--- src/rtl/ptc_pkg.sv ---
`default_nettype none
package ptc_pkg;

	// Calibration register indexes on the configuration port
	typedef enum logic [2:0] {
		CFG_SENS        = 3'd0,
		CFG_OFFSET      = 3'd1,
		CFG_SENS_TEMP   = 3'd2,
		CFG_OFFSET_TEMP = 3'd3,
		CFG_REF_TEMP    = 3'd4,
		CFG_TEMP_SENS   = 3'd5
	} cfg_idx_t;

	localparam int unsigned CoefWidth = 16;
	localparam int unsigned RawWidth  = 24;

	// Output temperature limits (18-bit signed) and base offset
	localparam logic signed [19:0] TempBase = 20'sd2000;
	localparam logic signed [19:0] TempMax  = 20'sd131071;
	localparam logic signed [19:0] TempMin  = -20'sd131072;

	// Pressure limits (32-bit signed), checked at 33 bits
	localparam logic signed [32:0] PressMax = 33'sd2147483647;
	localparam logic signed [32:0] PressMin = -33'sd2147483648;

	// Calibration words C1..C6
	typedef struct packed {
		logic [CoefWidth-1:0] sens;         // C1
		logic [CoefWidth-1:0] offset;       // C2
		logic [CoefWidth-1:0] sens_temp;    // C3
		logic [CoefWidth-1:0] offset_temp;  // C4
		logic [CoefWidth-1:0] ref_temp;     // C5
		logic [CoefWidth-1:0] temp_sens;    // C6
	} coef_t;

	// Intermediate terms handed from the temperature front end to the pressure back end
	typedef struct packed {
		logic [RawWidth-1:0] d1;
		logic signed [17:0]  temp;
		logic signed [35:0]  off;
		logic signed [34:0]  sens;
	} comp_res_t;

endpackage
`default_nettype wire

--- src/rtl/ptc_cfg_regs.sv ---
`default_nettype none
module ptc_cfg_regs
	import ptc_pkg::*;
(
	input  wire logic                 clk,
	input  wire logic                 arst_n,
	input  wire logic                 cfg_wr_en,
	input  wire logic [2:0]           cfg_index,
	input  wire logic [CoefWidth-1:0] cfg_data,
	output coef_t                     coef
);

	coef_t coef_q;

	// Calibration register file; unknown indexes are dropped
	always_ff @(posedge clk or negedge arst_n) begin
		if (!arst_n) begin
			coef_q <= '0;
		end else if (cfg_wr_en) begin
			unique case (cfg_idx_t'(cfg_index))
				CFG_SENS:        coef_q.sens        <= cfg_data;
				CFG_OFFSET:      coef_q.offset      <= cfg_data;
				CFG_SENS_TEMP:   coef_q.sens_temp   <= cfg_data;
				CFG_OFFSET_TEMP: coef_q.offset_temp <= cfg_data;
				CFG_REF_TEMP:    coef_q.ref_temp    <= cfg_data;
				CFG_TEMP_SENS:   coef_q.temp_sens   <= cfg_data;
				default: begin
				end
			endcase
		end
	end

	assign coef = coef_q;

endmodule
`default_nettype wire

--- config.mk ---
export PLATFORM = sky130hd
export DESIGN_NAME = ptc_cfg_regs
export DESIGN_NICKNAME = d
export VERILOG_FILES = /design/src/rtl/ptc_pkg.sv /design/src/rtl/ptc_cfg_regs.sv
export SDC_FILE = /design/constraint.sdc
export NUM_CORES = 1
export LEC_CHECK = 0
export BUFFER_PORTS_ARGS = -buffer_cell sky130_fd_sc_hd__buf_2
export CORE_MARGIN = 3
export CORE_UTILIZATION = 30
export DETAILED_ROUTE_END_ITERATION = 8
export PLACE_DENSITY = 0.54
export SYNTH_ARGS = -nofsm -noshare
export SYNTH_HDL_FRONTEND = slang
export SYNTH_SLANG_ARGS = --single-unit
--- constraint.sdc ---
create_clock -name clk -period 1.5 [get_ports clk]
set_clock_uncertainty 0.2 [all_clocks]
set_input_delay 0.075 -clock clk [delete_from_list [all_inputs] [get_ports clk]]
set_output_delay 0.075 -clock clk [all_outputs]
set_load 0.005 [all_outputs]
==> flow_metrics.py <==
metrics = {
    "run_status": {
        "outcome": "finished, final reports clean",
    },
    "pwr": {
        "pwr-share-comb_pct": 20.2,
        "internal_power_mw": 5.36,
        "ir_drop_uv": 740,
        "power.total_mw": 7.13,
        "seqPwrFrac_pct": 48.3,
        "p_per_area_nw_per_um2": 1430,
        "switching_share_pct": 24.8,
        "power_frac_clock_pct": 31.5,
        "power.switching_mw": 1.77,
        "p_leak_nw": 2.36,
    },
    "cts": {
        "clkTransAtPathRegs_ns": 0.06,
        "cts_buffers": 9,
        "clock-root-buffer": "clkbuf_16",
        "cts.repair.resized": 0,
        "insertion_delay_ns": 0.33,
        "cts.path.max_buffers": 2,
        "h-tree-depth": 3,
        "cts_tree": "yes",
        "clock-sinks": 96,
    },
    "drt": {
        "drc": 0,
        "wl_per_cell_um": 17.3,
        "postRouteAntennaNets": 0,
        "wl_mm": 8.64,
        "num_vias": 2309,
        "drt_iter0_drc": 71,
        "via_per_inst": 4.62,
        "dr.pass1.iters": 2,
    },
    "sta": {
        "hold_viol": 0,
        "fin_setup_tns_ns": 0,
        "setup-violations-final": 0,
        "rsz0062_at_grt": "false",
        "min_period_ns": 1.14,
        "max_freq_mhz": 881,
        "tightest_slew_ns": 0.257,
        "slew_violations": 0,
        "fin_crit_sh_pct": 75.7,
        "relSlewSlack_pct": 82.8,
    },
    "place": {
        "dp_cells": 467,
        "gp_congestion": 0.706,
        "placed_area_um2": 4510,
        "io_buffers": 117,
        "detailed_place_hpwl_mm": 5.73,
    },
    "worst_setup_path": {
        "end_kind": "primary output",
        "critPathLaunchType": "flip-flop",
        "timing.critical_path.buf_inv": 1,
        "path_class": "reg2out",
        "critPathSlowestCell": "dfrtp_1",
        "crit_chain": "buf_2",
        "worst_ep_arrival_time_ns": 0.86,
        "crit_family": "flip-flops",
        "worstPathRequired_ns": 1.22,
        "cpPeakStageDelay_ns": 0.39,
        "critical_path.max_fanout": 2,
    },
    "finish": {
        "final_util_pct": 42.5,
        "fillerInstances": 1099,
        "area_growth_pct": 35.3,
        "layout_commonest_cell": "buf_2",
        "most-common-layout-cells": "116 x buf_2, 96 x dfrtp_1, 95 x mux2_2",
        "largest_register_ff_count": 96,
        "num_antenna_cells": 0,
        "fin_area_um2": 4980,
        "nNetsFinal": 375,
        "drive_gt1_share_pct": 67.2,
        "finalNonFillerCells": 500,
    },
    "die": {
        "rows": 39,
        "ios": 118,
        "die_y_um": 117,
        "start_util_pct": 31.4,
        "die_area_um2": 13600,
        "dieWidth_um": 117,
        "core-area_um2": 11700,
    },
    "global_routing": {
        "antenna_found_initial": 0,
        "grt_pass1_vias": 2363,
        "grt_start_max_net_pins": 48,
        "overflow": 0,
        "grt_usage_pct": 13.3,
        "grt_pass1_wl_mm": 13.4,
    },
    "synthesis": {
        "yosysWarnings": 0,
        "netlist_area_um2": 3680,
        "synth_nets": 230,
        "ys_ff_latch": 96,
        "synth-seq-area-share_pct": 65.3,
        "synth_cell_types": 10,
        "synth_cells": 208,
        "avgSynthCellArea_um2": 17.7,
    },
    "run": {
        "cap_violations": 0,
    },
    "hold_path": {
        "holdCritPathClass": "in2async",
    },
}
path summary, 6_finish.rpt:
check                        startpoint  endpoint  slack [ns]  cells after the start
min reg2reg                    coef[82]  coef[82]        0.29                      1
min in group clk           cfg_index[1]  coef[82]        0.14                      4
min                              arst_n  coef[77]        0.08                      3
max                            coef[93]  coef[93]        0.36                      1
max in group asynchronous        arst_n  coef[17]        0.43                      3
max reg2reg                     coef[4]   coef[4]        0.53                      1
metrics by stage:
step                hold WS, ns  worst slack [ns]
finish                   0.0795             0.364
global route              0.108             0.317
CTS                      0.0741             0.330
detailed placement       -0.298            0.0601
global placement         -0.299            0.0878
floorplan                -0.421            0.0370
synthesized netlist by cell type:
cell	number	share of area (%)
and4bb_1	1	0.34
and4bb_2	2	0.68
buf_2	2	0.27
buf_6	7	2.1
buf_8	1	0.41
dfrtp_1	96	65
mux2_1	1	0.31
mux2_2	95	29
nand4b_2	2	0.82
nor4b_4	1	0.65
worst min-delay path: cells and delay by family:
family	cells	cell delay (ns)
buffers and inverters	3	0.92
final cells by class:
| type | instances | area (um2) | area share (%) |
|---|---|---|---|
| Timing Repair Buffer | 144 | 936 | 18.8 |
| Multi-Input combinational cell | 102 | 1170 | 23.6 |
| Clock inverter | 4 | 45.0 | 0.905 |
| Sequential cell | 96 | 2400 | 48.3 |
| Tap cell | 143 | 179 | 3.59 |
| Clock buffer | 11 | 243 | 4.88 |
per-layer routing:
layer	up-vias	track usage, %	part of all wire (%)
met5	-	0	0
met1	1177	16.7	43
met4	0	5.50	1.6
met2	83	20.3	47
met3	11	5.34	8.5
li1	1038	-	-
kinds of logic (layout without fill, tap and decap cells):
group / Yosys count / in the layout / synth area share [%]
AND/OR/NAND/NOR: 6 / 6 / 2.48
multiplexers: 96 / 96 / 29.4
flip-flops: 96 / 96 / 65.3
buffers and inverters: 10 / 159 / 2.82
what timing repair did:
action	4_1_cts	5_1_grt
endpoints found under the hold margin	192	0
hold buffers	18	0
buffers inserted	0	0
endpoints found under the setup margin	0	0
power groups by stage:
stage,combinational (mW),clock [mW],sequential [mW]
2_1_floorplan,0.552,0,3.52
6_report,1.44,2.24,3.44
4_1_cts,1.48,2.34,3.45
3_5_place_dp,1.44,0,3.50
5_1_grt,1.61,2.43,3.52
3_3_place_gp,1.42,0,3.47
No activity file was read; power rests on OpenSTA's default activity.
