===== config.mk =====
export PLATFORM = sky130hd
export DESIGN_NAME = ptc_press_back
export DESIGN_NICKNAME = d
export VERILOG_FILES = /design/src/rtl/ptc_pkg.sv /design/src/rtl/ptc_press_back.sv
export SDC_FILE = /design/constraint.sdc
export NUM_CORES = 2
export LEC_CHECK = 0
export BUFFER_PORTS_ARGS = -buffer_cell sky130_fd_sc_hd__buf_2
export CORE_MARGIN = 4
export CORE_UTILIZATION = 39
export DETAILED_ROUTE_END_ITERATION = 10
export SLEW_MARGIN = 20
export SYNTH_ARGS = -nofsm -noshare
export SYNTH_HDL_FRONTEND = slang
export SYNTH_SLANG_ARGS = --single-unit

===== constraint.sdc =====
create_clock -name clk -period 13.59 [get_ports clk]
set_input_delay 1.359 -clock clk [delete_from_list [all_inputs] [get_ports clk]]
set_output_delay 1.359 -clock clk [all_outputs]
set_load 0.005 [all_outputs]

===== src/rtl/ptc_pkg.sv =====
`default_nettype none
package ptc_pkg;

	// Calibration register indexes on the configuration port
	typedef enum logic [2:0] {
		CFG_SENS        = 3'd0,
		CFG_OFFSET      = 3'd1,
		CFG_SENS_TEMP   = 3'd2,
		CFG_OFFSET_TEMP = 3'd3,
		CFG_REF_TEMP    = 3'd4,
		CFG_TEMP_SENS   = 3'd5
	} cfg_idx_t;

	localparam int unsigned CoefWidth = 16;
	localparam int unsigned RawWidth  = 24;

	// Output temperature limits (18-bit signed) and base offset
	localparam logic signed [19:0] TempBase = 20'sd2000;
	localparam logic signed [19:0] TempMax  = 20'sd131071;
	localparam logic signed [19:0] TempMin  = -20'sd131072;

	// Pressure limits (32-bit signed), checked at 33 bits
	localparam logic signed [32:0] PressMax = 33'sd2147483647;
	localparam logic signed [32:0] PressMin = -33'sd2147483648;

	// Calibration words C1..C6
	typedef struct packed {
		logic [CoefWidth-1:0] sens;         // C1
		logic [CoefWidth-1:0] offset;       // C2
		logic [CoefWidth-1:0] sens_temp;    // C3
		logic [CoefWidth-1:0] offset_temp;  // C4
		logic [CoefWidth-1:0] ref_temp;     // C5
		logic [CoefWidth-1:0] temp_sens;    // C6
	} coef_t;

	// Intermediate terms handed from the temperature front end to the pressure back end
	typedef struct packed {
		logic [RawWidth-1:0] d1;
		logic signed [17:0]  temp;
		logic signed [35:0]  off;
		logic signed [34:0]  sens;
	} comp_res_t;

endpackage
`default_nettype wire


===== src/rtl/ptc_press_back.sv =====
`default_nettype none
module ptc_press_back
	import ptc_pkg::*;
(
	input  wire logic         clk,
	input  wire logic         arst_n,
	input  wire logic         advance,
	input  wire logic         res_valid,
	input  wire comp_res_t    res,
	output logic              out_valid,
	output logic signed [17:0] temperature_centi_c,
	output logic signed [31:0] pressure_tenth_mbar,
	output logic              pressure_saturated
);

	logic               valid_s4, valid_s5, valid_s6, valid_s7;
	logic [40:0]        pp_lo_s4;
	logic signed [42:0] pp_hi_s4;
	logic signed [35:0] off_s4, off_s5;
	logic signed [17:0] temp_s4, temp_s5, temp_s6, temp_s7;
	logic signed [60:0] prod_s5;
	logic signed [40:0] diff_s6;
	logic signed [31:0] press_s7;
	logic               sat_s7;

	logic [40:0]        lo_a, lo_b;
	logic signed [42:0] hi_a, hi_b;
	logic signed [60:0] prod_c, q_b;
	logic signed [39:0] q;
	logic signed [40:0] diff_c, p_b;
	logic signed [27:0] p;
	logic signed [32:0] p_x;

	// Stage 4: D1*SENS split into two partial products on 17-bit boundary
	always_comb begin
		lo_a = {17'b0, res.d1};
		lo_b = {24'b0, res.sens[16:0]};
		hi_a = {19'b0, res.d1};
		hi_b = {{25{res.sens[34]}}, res.sens[34:17]};
	end

	// Stage 5: recombine partial products
	always_comb begin
		prod_c = {pp_hi_s4[42], pp_hi_s4, 17'b0} + {20'b0, pp_lo_s4};
	end

	// Stage 6: truncate by 2^21, subtract OFF
	always_comb begin
		q_b    = prod_s5 + (prod_s5[60] ? 61'sd2097151 : 61'sd0);
		q      = q_b[60:21];
		diff_c = {q[39], q} - {{5{off_s5[35]}}, off_s5};
	end

	// Stage 7: truncate by 2^13, clamp to 32-bit signed
	always_comb begin
		p_b = diff_s6 + (diff_s6[40] ? 41'sd8191 : 41'sd0);
		p   = p_b[40:13];
		p_x = {{5{p[27]}}, p};
	end

	// Valid bits
	always_ff @(posedge clk or negedge arst_n) begin
		if (!arst_n) begin
			valid_s4 <= 1'b0;
			valid_s5 <= 1'b0;
			valid_s6 <= 1'b0;
			valid_s7 <= 1'b0;
		end else if (advance) begin
			valid_s4 <= res_valid;
			valid_s5 <= valid_s4;
			valid_s6 <= valid_s5;
			valid_s7 <= valid_s6;
		end
	end

	// Payload registers
	always_ff @(posedge clk) begin
		if (advance) begin
			pp_lo_s4 <= lo_a * lo_b;
			pp_hi_s4 <= hi_a * hi_b;
			off_s4   <= res.off;
			temp_s4  <= res.temp;
			prod_s5  <= prod_c;
			off_s5   <= off_s4;
			temp_s5  <= temp_s4;
			diff_s6  <= diff_c;
			temp_s6  <= temp_s5;
			temp_s7  <= temp_s6;
			if (p_x > PressMax) begin
				press_s7 <= PressMax[31:0];
				sat_s7   <= 1'b1;
			end else if (p_x < PressMin) begin
				press_s7 <= PressMin[31:0];
				sat_s7   <= 1'b1;
			end else begin
				press_s7 <= p_x[31:0];
				sat_s7   <= 1'b0;
			end
		end
	end

	assign out_valid           = valid_s7;
	assign temperature_centi_c = temp_s7;
	assign pressure_tenth_mbar = press_s7;
	assign pressure_saturated  = sat_s7;

endmodule
`default_nettype wire


==> impl_results.md <==
- Layout cells sized above 1: 0.06364
- Post-cts gate resize count: 0
- Synth Instances: 4512
- Count leader, synth: inv_1
- Vias in the first global route: 32460
- Initial core utilization: 0.3921
- Setup ws final: 6075 ps
- Initial DRC Count: 1784
- Pre-CTS WS: 5583 ps
- Avg Vias per Cell: 5.008
- CTS tree: yes
- Post-synth EDFFs: 360
- Post-route cell area: 47990 sq um
- Unrepaired setup endpoints after global routing: false
- Dominant synthesized flop cell: edfxtp_1
- Clk buf depth: 3
- Port-buffer cells: 168
- Crit path capture type: flip-flop
- CTS Hold Buffers Added: 0
- Max-slew violations: 0
- Multi-input logic area: 29590 sq um
- Core outline area: 114200 sq um
- Slew @ Worst Pin: 1029 ps
- Largest cells by area after synthesis: fa_1 31%, edfxtp_1 24%, ha_1 9.9%, inv_1 7.8%, nand2_1 5.0%
- Synth cell count leaders: 925 x inv_1, 683 x fa_1, 602 x nand2_1
- CP required: 13870 ps
- Most Frequent Cell on Critical Path: fa_1
- Fillers: 11140
- Synthesized Nets: 5668
- Seq/Total Area, Yosys: 0.2437
- Total track usage: 0.1809
- RD Place Congestion: 0.8764
- Postcts setup bufs: 0
- Netlist cell types: 90
- Clk Tree Root Cell: clkbuf_16
- Number of hold violations in the final report: 0
- WHS: 413.6 ps
- Die Ht: 346.8 um
- CP max FO: 35
- Largest area contributor in the netlist: fa_1
- H-tree levels: 2
- Status: complete, no violations
- Final Cycle Share: 0.5530
- Post-Syn Area: 44770 sq um
- Pre-antenna DRT Iters: 7
- CP delay by family, top: adder cells
- # DRC: 0
- Total Nets Final: 5685
- Die width: 346.8 um
- Rel. slew slack: 0.3138
- Crit Path Class: in -> reg
- Total Negative Setup Slacks: 0 ps
- Wire length per cell: 17.64 um
- Die footprint: 120300 sq um
- Setup violators final: 0
- Top cell type's share of synthesized area: 0.3054
- Async SR Flop Fraction: 0.01099
- First-pass GRT wire length: 176.2 mm
- Total CTS buffers: 36
- Total congestion overflow: 0
- Clock slew at reported path FFs: 60 ps
- Slowest CP cell: buf_2
- Avg Inst Size Synth: 9.922 sq um
- Maximum number of pins on one net before global-route repair: 97
- Max-cap violations: 0
- Via Count: 30410
- Synth warnings: 0
- Critical path's largest stage delay: 660 ps
- Total wire length: 107.1 mm
- Placed cell area: 46790 sq um
- Worst path bufs/invs: 4
- #FFs+latches synth: 364
- Initial antenna violation count: 6
- # rows: 124
- I/O Pins: 169
- Final Critical Period: 7515 ps
- Fmax: 133.1 MHz
- Final clock skew: 20.30 ps
- CP arrival: 7790 ps
- Crit-path cells: buf_2 > nand2_1 > fa_1 > fa_1 > fa_1 > inv_1 > fa_1 > fa_1 > inv_1 > fa_1 > inv_1 > ha_1 > a2111oi_0 > o21ai_0 > nand3_1 > o21ai_1 > a311oi_1 > o21ai_0 > a21oi_1 > xnor2_1
- Syn-to-layout area delta: 7.194%
- Worst min path class: reg -> reg
- Clk Latency, worst-skew pair: 540 ps
- Register area: 10910 sq um
- Crit start category: primary input
- Clk sinks: 364
- Detail Route Antenna Nets: 0
- Final HPWL DP: 81.71 mm
-- kinds of logic (layout without fill, tap and decap cells) --
kind of cell    Yosys count  in the layout  share of synthesized area
flops                   364            364                     0.2437
fa+ha+maj              1039           1039                     0.4049
simple gates           1270           1270                     0.1376
xor+xnor                211            211                    0.04128
buf+inv                1124           1169                    0.09541
compound gates          496            496                    0.07529
mux                       7              7                   0.001677
other cells               1              5                 0.00008376
-- worst reg2reg max path: stages, from the launching register on --
cell and delay, ps:
edfxtp_1 370, buf_4 260, ha_1 340, a31o_2 140, a21o_1 120, a21oi_1 60
or3_1 360, a211oi_2 640, o211ai_1 490, nor4_1 390, xor2_1 260, ha_1 360
a21oi_2 220, o21bai_1 80, a21o_1 190, a221o_1 290, a41o_1 250, a31o_2 270
a31o_2 240, xor2_1 150
-- per-stage QoR --
stage               instances    util
finish                   6073  0.4203
global route             6070  0.4202
CTS                      6069  0.4202
detailed placement       6003  0.4097
global placement         6003  0.4097
floorplan                4512       -
-- layer usage --
layer	global-route usage	routed length, um	up-vias
met2	0.2929	48780	882
met4	0.04704	2953	2
met1	0.2538	48340	15200
met3	0.02950	7042	161
li1	-	-	14170
met5	0	11	-
-- area by class of cell --
type | instances | area share
Multi-Input combinational cell | 3024 | 0.6165
Tap cell | 1512 | 0.03942
Antenna cell | 4 | 0.0002086
Clock buffer | 43 | 0.02041
Inverter | 925 | 0.07235
Timing Repair Buffer | 178 | 0.01929
Clock inverter | 23 | 0.004432
Sequential cell | 364 | 0.2274
-- layout by cell type (no fill, tap or decap), types with 5 or more instances in the layout --
cell | netlist | routed
and4_1 | 10 | 10
o31ai_1 | 5 | 5
xor2_1 | 89 | 89
nand3_1 | 53 | 53
inv_1 | 925 | 925
a31o_2 | 15 | 15
edfxtp_1 | 360 | 360
xnor2_1 | 122 | 122
nor2_1 | 104 | 104
a21oi_1 | 132 | 132
nor2b_1 | 16 | 16
nand2_1 | 602 | 602
and2_1 | 324 | 324
o21ai_0 | 77 | 77
or2_2 | 5 | 5
nor3_1 | 34 | 34
clkbuf_16 | 0 | 38
a311oi_1 | 5 | 5
o21ai_1 | 8 | 8
clkinv_1 | 0 | 6
fa_1 | 683 | 683
a211oi_1 | 15 | 15
o21a_1 | 36 | 36
and3_1 | 40 | 40
nand4_1 | 30 | 30
o2111ai_1 | 9 | 9
nand2b_1 | 24 | 24
o21bai_1 | 13 | 13
o211ai_1 | 12 | 12
buf_4 | 7 | 10
or3_1 | 7 | 7
a31oi_1 | 20 | 20
ha_1 | 356 | 356
buf_2 | 8 | 167
a21o_1 | 94 | 94
-- registers in the layout (all words and copies together), names as in the netlist, 29 cells and up --
name                 cells
pp_hi_s4                43
off_s5                  36
pp_lo_s4                41
prod_s5                 61
off_s4                  36
diff_s6                 41
pressure_tenth_mbar     29
-- final timing paths --
kind / to / from / cells past startpoint / slack, ps
max: pp_hi_s4[35]$_DFFE_PP_ / res[100] / 20 / 6080
min: temp_s6[12]$_DFFE_PP_ / temp_s5[12]$_DFFE_PP_ / 0 / 410
max reg2reg: diff_s6[32]$_DFFE_PP_ / prod_s5[60]$_DFFE_PP_ / 19 / 7840
min reg2reg: temp_s6[12]$_DFFE_PP_ / temp_s5[12]$_DFFE_PP_ / 0 / 410
max in group asynchronous: out_valid$_DFFE_PN0P_ / arst_n / 1 / 12850
min in group asynchronous: valid_s4$_DFFE_PN0P_ / arst_n / 1 / 620
Power is left out: the tool's default activity adds up to more than one toggle a clock period on the data nets, which glitch-free logic cannot reach.
