**src/rtl/ptc_pkg.sv**
```systemverilog
`default_nettype none
package ptc_pkg;

	// Calibration register indexes on the configuration port
	typedef enum logic [2:0] {
		CFG_SENS        = 3'd0,
		CFG_OFFSET      = 3'd1,
		CFG_SENS_TEMP   = 3'd2,
		CFG_OFFSET_TEMP = 3'd3,
		CFG_REF_TEMP    = 3'd4,
		CFG_TEMP_SENS   = 3'd5
	} cfg_idx_t;

	localparam int unsigned CoefWidth = 16;
	localparam int unsigned RawWidth  = 24;

	// Output temperature limits (18-bit signed) and base offset
	localparam logic signed [19:0] TempBase = 20'sd2000;
	localparam logic signed [19:0] TempMax  = 20'sd131071;
	localparam logic signed [19:0] TempMin  = -20'sd131072;

	// Pressure limits (32-bit signed), checked at 33 bits
	localparam logic signed [32:0] PressMax = 33'sd2147483647;
	localparam logic signed [32:0] PressMin = -33'sd2147483648;

	// Calibration words C1..C6
	typedef struct packed {
		logic [CoefWidth-1:0] sens;         // C1
		logic [CoefWidth-1:0] offset;       // C2
		logic [CoefWidth-1:0] sens_temp;    // C3
		logic [CoefWidth-1:0] offset_temp;  // C4
		logic [CoefWidth-1:0] ref_temp;     // C5
		logic [CoefWidth-1:0] temp_sens;    // C6
	} coef_t;

	// Intermediate terms handed from the temperature front end to the pressure back end
	typedef struct packed {
		logic [RawWidth-1:0] d1;
		logic signed [17:0]  temp;
		logic signed [35:0]  off;
		logic signed [34:0]  sens;
	} comp_res_t;

endpackage
`default_nettype wire

```
**src/rtl/ptc_temp_front.sv**
```systemverilog
`default_nettype none
module ptc_temp_front
	import ptc_pkg::*;
(
	input  wire logic                clk,
	input  wire logic                arst_n,
	input  wire logic                advance,
	input  wire coef_t               coef,
	input  wire logic                in_valid,
	input  wire logic [RawWidth-1:0] raw_pressure,
	input  wire logic [RawWidth-1:0] raw_temperature,
	output logic                     res_valid,
	output comp_res_t                res
);

	logic                valid_s1, valid_s2, valid_s3;
	logic [RawWidth-1:0] d1_s1, d1_s2;
	logic signed [24:0]  dt_s1;
	logic signed [41:0]  prod_t_s2, prod_off_s2, prod_sens_s2;
	comp_res_t           res_s3;

	logic signed [24:0] dt_c;
	logic signed [41:0] dt_x, c6_x, c4_x, c3_x;
	logic signed [41:0] t_b, off_b, sens_b;
	logic signed [18:0] t_div;
	logic signed [19:0] t_full;
	logic signed [34:0] off_div;
	logic signed [33:0] sens_div;
	comp_res_t          res_c;

	// Stage 1: dT = D2 - C5*256
	always_comb begin
		dt_c = $signed({1'b0, raw_temperature}) - $signed({1'b0, coef.ref_temp, 8'h00});
	end

	// Stage 2 operands: dT against C6, C4 and C3
	always_comb begin
		dt_x = {{17{dt_s1[24]}}, dt_s1};
		c6_x = {26'b0, coef.temp_sens};
		c4_x = {26'b0, coef.offset_temp};
		c3_x = {26'b0, coef.sens_temp};
	end

	// Stage 3: truncating shifts, TEMP with clamp, OFF and SENS
	always_comb begin
		t_b    = prod_t_s2 + (prod_t_s2[41] ? 42'sd8388607 : 42'sd0);
		t_div  = t_b[41:23];
		t_full = {t_div[18], t_div} + TempBase;
		off_b  = prod_off_s2 + (prod_off_s2[41] ? 42'sd127 : 42'sd0);
		off_div = off_b[41:7];
		sens_b = prod_sens_s2 + (prod_sens_s2[41] ? 42'sd255 : 42'sd0);
		sens_div = sens_b[41:8];

		res_c.d1 = d1_s2;
		if (t_full > TempMax) begin
			res_c.temp = TempMax[17:0];
		end else if (t_full < TempMin) begin
			res_c.temp = TempMin[17:0];
		end else begin
			res_c.temp = t_full[17:0];
		end
		res_c.off  = $signed({4'b0, coef.offset, 16'h0000}) + {off_div[34], off_div};
		res_c.sens = $signed({4'b0, coef.sens, 15'h0000}) + {sens_div[33], sens_div};
	end

	// Valid bits
	always_ff @(posedge clk or negedge arst_n) begin
		if (!arst_n) begin
			valid_s1 <= 1'b0;
			valid_s2 <= 1'b0;
			valid_s3 <= 1'b0;
		end else if (advance) begin
			valid_s1 <= in_valid;
			valid_s2 <= valid_s1;
			valid_s3 <= valid_s2;
		end
	end

	// Payload registers
	always_ff @(posedge clk) begin
		if (advance) begin
			d1_s1        <= raw_pressure;
			dt_s1        <= dt_c;
			d1_s2        <= d1_s1;
			prod_t_s2    <= dt_x * c6_x;
			prod_off_s2  <= dt_x * c4_x;
			prod_sens_s2 <= dt_x * c3_x;
			res_s3       <= res_c;
		end
	end

	assign res_valid = valid_s3;
	assign res       = res_s3;

endmodule
`default_nettype wire

```
**config.mk**
```make
export PLATFORM = sky130hd
export DESIGN_NAME = ptc_temp_front
export DESIGN_NICKNAME = d
export VERILOG_FILES = /design/src/rtl/ptc_pkg.sv /design/src/rtl/ptc_temp_front.sv
export SDC_FILE = /design/constraint.sdc
export NUM_CORES = 2
export LEC_CHECK = 0
export BUFFER_PORTS_ARGS = -buffer_cell sky130_fd_sc_hd__clkbuf_2
export CAP_MARGIN = 30
export CORE_MARGIN = 1
export CORE_UTILIZATION = 57
export DETAILED_ROUTE_END_ITERATION = 6
export GPL_TIMING_DRIVEN = 0
export PLACE_DENSITY = 0.84
export SLEW_MARGIN = 20
export SYNTH_ARGS = -nofsm -noshare
export SYNTH_HDL_FRONTEND = slang
export SYNTH_SLANG_ARGS = --single-unit
```
**constraint.sdc**
```tcl
create_clock -name clk -period 7.65 [get_ports clk]
set_input_delay 1.1475 -clock clk [delete_from_list [all_inputs] [get_ports clk]]
set_output_delay 1.1475 -clock clk [all_outputs]
set_load 0.005 [all_outputs]
```
==> impl_metrics.env <==
export IMPL_crit_slowest_cell="clkbuf_1"
export IMPL_syn_to_final_growth_pct=8.234
export IMPL_grt_pass1_vias=45560
export IMPL_synth_nets=7667
export IMPL_io_buffers=246
export IMPL_nets=7973
export IMPL_skew_ns=0.02821
export IMPL_die_h_um=319.3
export IMPL_period_share=0.9858
export IMPL_worstMarginPinSlew_ns=1.114
export IMPL_cts_clk_slew_worst_paths_ns=0.06
export IMPL_dieArea_um2=101900
export IMPL_maxCapViolCount=0
export IMPL_cts_max_level=2
export IMPL_drive_gt1_frac=0.07860
export IMPL_setup_violations=0
export IMPL_antenna_found_initial=29
export IMPL_max_slew_margin=0.2572
export IMPL_placed_cell_area_um2=60420
export IMPL_drtAntennaViolNets=0
export IMPL_drtIter0Drc=4170
export IMPL_hpwlAfterDp_um=133400
export IMPL_cts_made_buffers=37
export IMPL_yosys_warnings=0
export IMPL_core_um2=99860
export IMPL_cp_data_arrival_time_ns=7.87
export IMPL_dr_pass1_iters=6
export IMPL_finalMaxSlewViolations=0
export IMPL_grtUsageTotal=0.3278
export IMPL_cp_top_family="adder cells"
export IMPL_syn_area_per_cell_um2=9.643
export IMPL_clock_sinks=315
export IMPL_critical_path_buf_inv_count=5
export IMPL_root_buffer="clkbuf_16"
export IMPL_ios=262
export IMPL_grt_max_degree=99
export IMPL_seq_area_frac_synth=0.1646
export IMPL_grt_pass1_wl_um=252200
export IMPL_grtUsageMet2=0.5249
export IMPL_crit_required_ns=7.98
export IMPL_end_kind="register"
export IMPL_overflow=0
export IMPL_synth_seq_cells=315
export IMPL_clkLatencyLatePin_ns=0.60
export IMPL_via_per_inst=5.620
export IMPL_hold_viol=0
export IMPL_remaining_drc_errors=0
export IMPL_synth_cell_type_count=70
export IMPL_hp_class="input port to asynchronous set/reset pin"
export IMPL_gp_congestion=1.067
export IMPL_postSynthCellCount=5950
export IMPL_die_width_um=319.3
export IMPL_use_met1=0.3959
export IMPL_crit_type="input port to register"
export IMPL_gr_max_usage_layer="met2"
export IMPL_cts_tree="yes"
export IMPL_cpPeakStageDelay_ns=0.74
export IMPL_min_period_ns=7.542
export IMPL_critPathLaunchType="input port"
export IMPL_vias=42720
export IMPL_synth_ff_type="edfxtp_1"
export IMPL_critical_path_max_fanout=10
export IMPL_synth_edff_count=312
export IMPL_finalWirelength_um=162100
export IMPL_status="complete, no violations"
export IMPL_cp_common_cell="fa_1"
export IMPL_synth_area_um2=57380
export IMPL_routedWlPerCell_um=21.32
export IMPL_use_met3=0.09919
export IMPL_start_util=0.5746
export IMPL_fmax_mhz=132.6
export IMPL_clockBufferDepth=3
export IMPL_cp_cell_sequence="clkbuf_2 -> clkbuf_1 -> nand2_1 -> fa_1 -> inv_1 -> fa_1 -> fa_1 -> fa_1 -> fa_1 -> inv_1 -> fa_1 -> inv_1 -> ha_1 -> and4_1 -> a21oi_1 -> nand2_1 -> a31o_2 -> o21ai_0 -> nand2_1 -> a31oi_1 -> nand2_1 -> o211a_1"
export IMPL_async_flop_share=0.009524
export IMPL_num_rows=116
export IMPL_final_area_um2=62100
-- synthesized netlist by cell type, types with 7 or more instances --
library cell / number / area, um2
a21o_1: 69 / 518.0
o21ai_0: 82 / 410.4
a211oi_1: 14 / 105.1
xnor2_1: 173 / 1515
a31oi_1: 8 / 50.05
and2_1: 495 / 3097
nor2b_1: 24 / 150.1
or3_1: 9 / 56.30
nand3_1: 47 / 235.2
xor2_1: 74 / 648.1
inv_1: 1494 / 5608
nand4_1: 22 / 137.6
fa_1: 1176 / 23540
o21bai_1: 23 / 172.7
a21oi_1: 130 / 650.6
a21boi_0: 10 / 75.07
and4_1: 7 / 61.31
and3_1: 31 / 193.9
clkbuf_1: 241 / 904.6
ha_1: 393 / 4917
edfxtp_1: 312 / 9369
a41oi_1: 7 / 61.31
nor2_1: 109 / 409.1
nand2_1: 820 / 3078
o211ai_1: 8 / 60.06
a31o_2: 7 / 61.31
o21a_1: 25 / 187.7
o21ai_1: 11 / 55.05
nand2b_1: 8 / 50.05
or2_2: 8 / 50.05
nor3_1: 27 / 135.1
-- placed cells by master (no fill, tap or decap), types with 12 or more instances in the layout --
cell type,synthesis,layout
a21o_1,69,69
nand3_1,47,47
buf_4,0,15
and2_1,495,495
xor2_1,74,74
clkbuf_4,0,21
o21a_1,25,25
inv_1,1494,1494
clkbuf_2,0,338
a211oi_1,14,13
a21oi_1,130,129
nand2_1,820,820
nand4_1,22,22
buf_2,2,14
o21bai_1,23,23
fa_1,1176,1176
xnor2_1,173,173
diode_2,0,19
o21ai_1,11,12
clkbuf_1,241,112
and3_1,31,31
nor2_1,109,109
edfxtp_1,312,312
o21ai_0,82,81
clkbuf_16,0,38
nor2b_1,24,24
nor3_1,27,26
ha_1,393,393
-- layer usage --
layer  part of all wire  wire length, um
met5            0.00073              118
met4              0.068            11010
met3               0.12            20140
met2               0.46            74320
met1               0.35            56480
-- worst reg2reg max path, stage by stage, from the launching register on --
cell and delay (ns):
edfxtp_1 0.35, buf_2 0.38, clkbuf_2 0.47, nand2_1 0.15
fa_1 0.55, inv_1 0.05, fa_1 0.49, fa_1 0.63
fa_1 0.48, fa_1 0.49, inv_1 0.05, fa_1 0.48
inv_1 0.04, ha_1 0.31, and4_1 0.26, nor2b_1 0.16
or3_1 0.31, a22oi_1 0.20, o21ai_0 0.27, o211a_1 0.36
a31o_2 0.30, a21o_1 0.20, a21oi_1 0.19, xnor2_1 0.10
-- timing repair --
action | in CTS | in global routing
buffers inserted | 2 | 6
pin swaps | 0 | 3
hold buffers | 0 | 0
gates resized for setup | 80 | 193
endpoints found under the setup margin | 32 | 26
-- flip-flops by register name, indices dropped and copies added, names as in the netlist --
name          cells
d1_s1            24
d1_s2            24
dt_s1            25
prod_off_s2      42
prod_sens_s2     42
prod_t_s2        42
res             113
res_valid         1
valid_s1          1
valid_s2          1
-- logic make-up after synthesis --
kind of cell | after synthesis | share of synthesized area
adders and majority gates | 1572 | 0.4965
AOI/OAI and AO/OA | 444 | 0.04987
muxes | 5 | 0.0009376
and+or+nand+nor | 1626 | 0.1361
DFF | 315 | 0.1646
xor gates and xnor gates | 248 | 0.03799
buffers and inverters | 1740 | 0.1140
-- final cells by class --
class / count / area [um2]
plain buffers: 242 / 1155
multi-input cells: 3895 / 41440
fillers: 8024 / 37750
flip-flops and latches: 315 / 9444
clock inverters: 22 / 244.0
diodes: 19 / 47.55
well taps: 1298 / 1624
clock buffers: 46 / 980.9
inverters: 1494 / 5608
repair buffers: 271 / 1559
-- metrics by stage --
stage | cells | setup slack [ns] | hold slack, ns | util | setup TNS [ns]
4_1_cts | 7570 | 0.01519 | 0.3284 | 0.6185 | 0
3_5_place_dp | 7504 | -1.151 | 0.4045 | 0.6051 | -26.46
2_1_floorplan | 5950 | 0.2319 | 0.4003 | - | 0
3_3_place_gp | 7494 | -1.019 | 0.4006 | 0.6032 | -21.47
5_1_grt | 7594 | -0.02163 | 0.3364 | 0.6217 | -0.03348
6_report | 7602 | 0.1084 | 0.3504 | 0.6219 | 0
-- path summary, 6_finish.rpt --
path | end | slack, ns | cells after the start | start
hold reg to reg | d1_s2[11] | 0.42 | 0 | d1_s1[11]
max in group asynchronous | valid_s1 | 7.19 | 1 | arst_n
hold / removal | valid_s2 | 0.35 | 1 | arst_n
setup / recovery | prod_t_s2[35] | 0.11 | 22 | coef[11]
setup reg to reg | prod_sens_s2[37] | 0.12 | 23 | dt_s1[14]
min in group clk | d1_s2[11] | 0.42 | 0 | d1_s1[11]
Power is not shown: default switching activity piles up to over one toggle a cycle in this logic, so the estimate is an artifact.
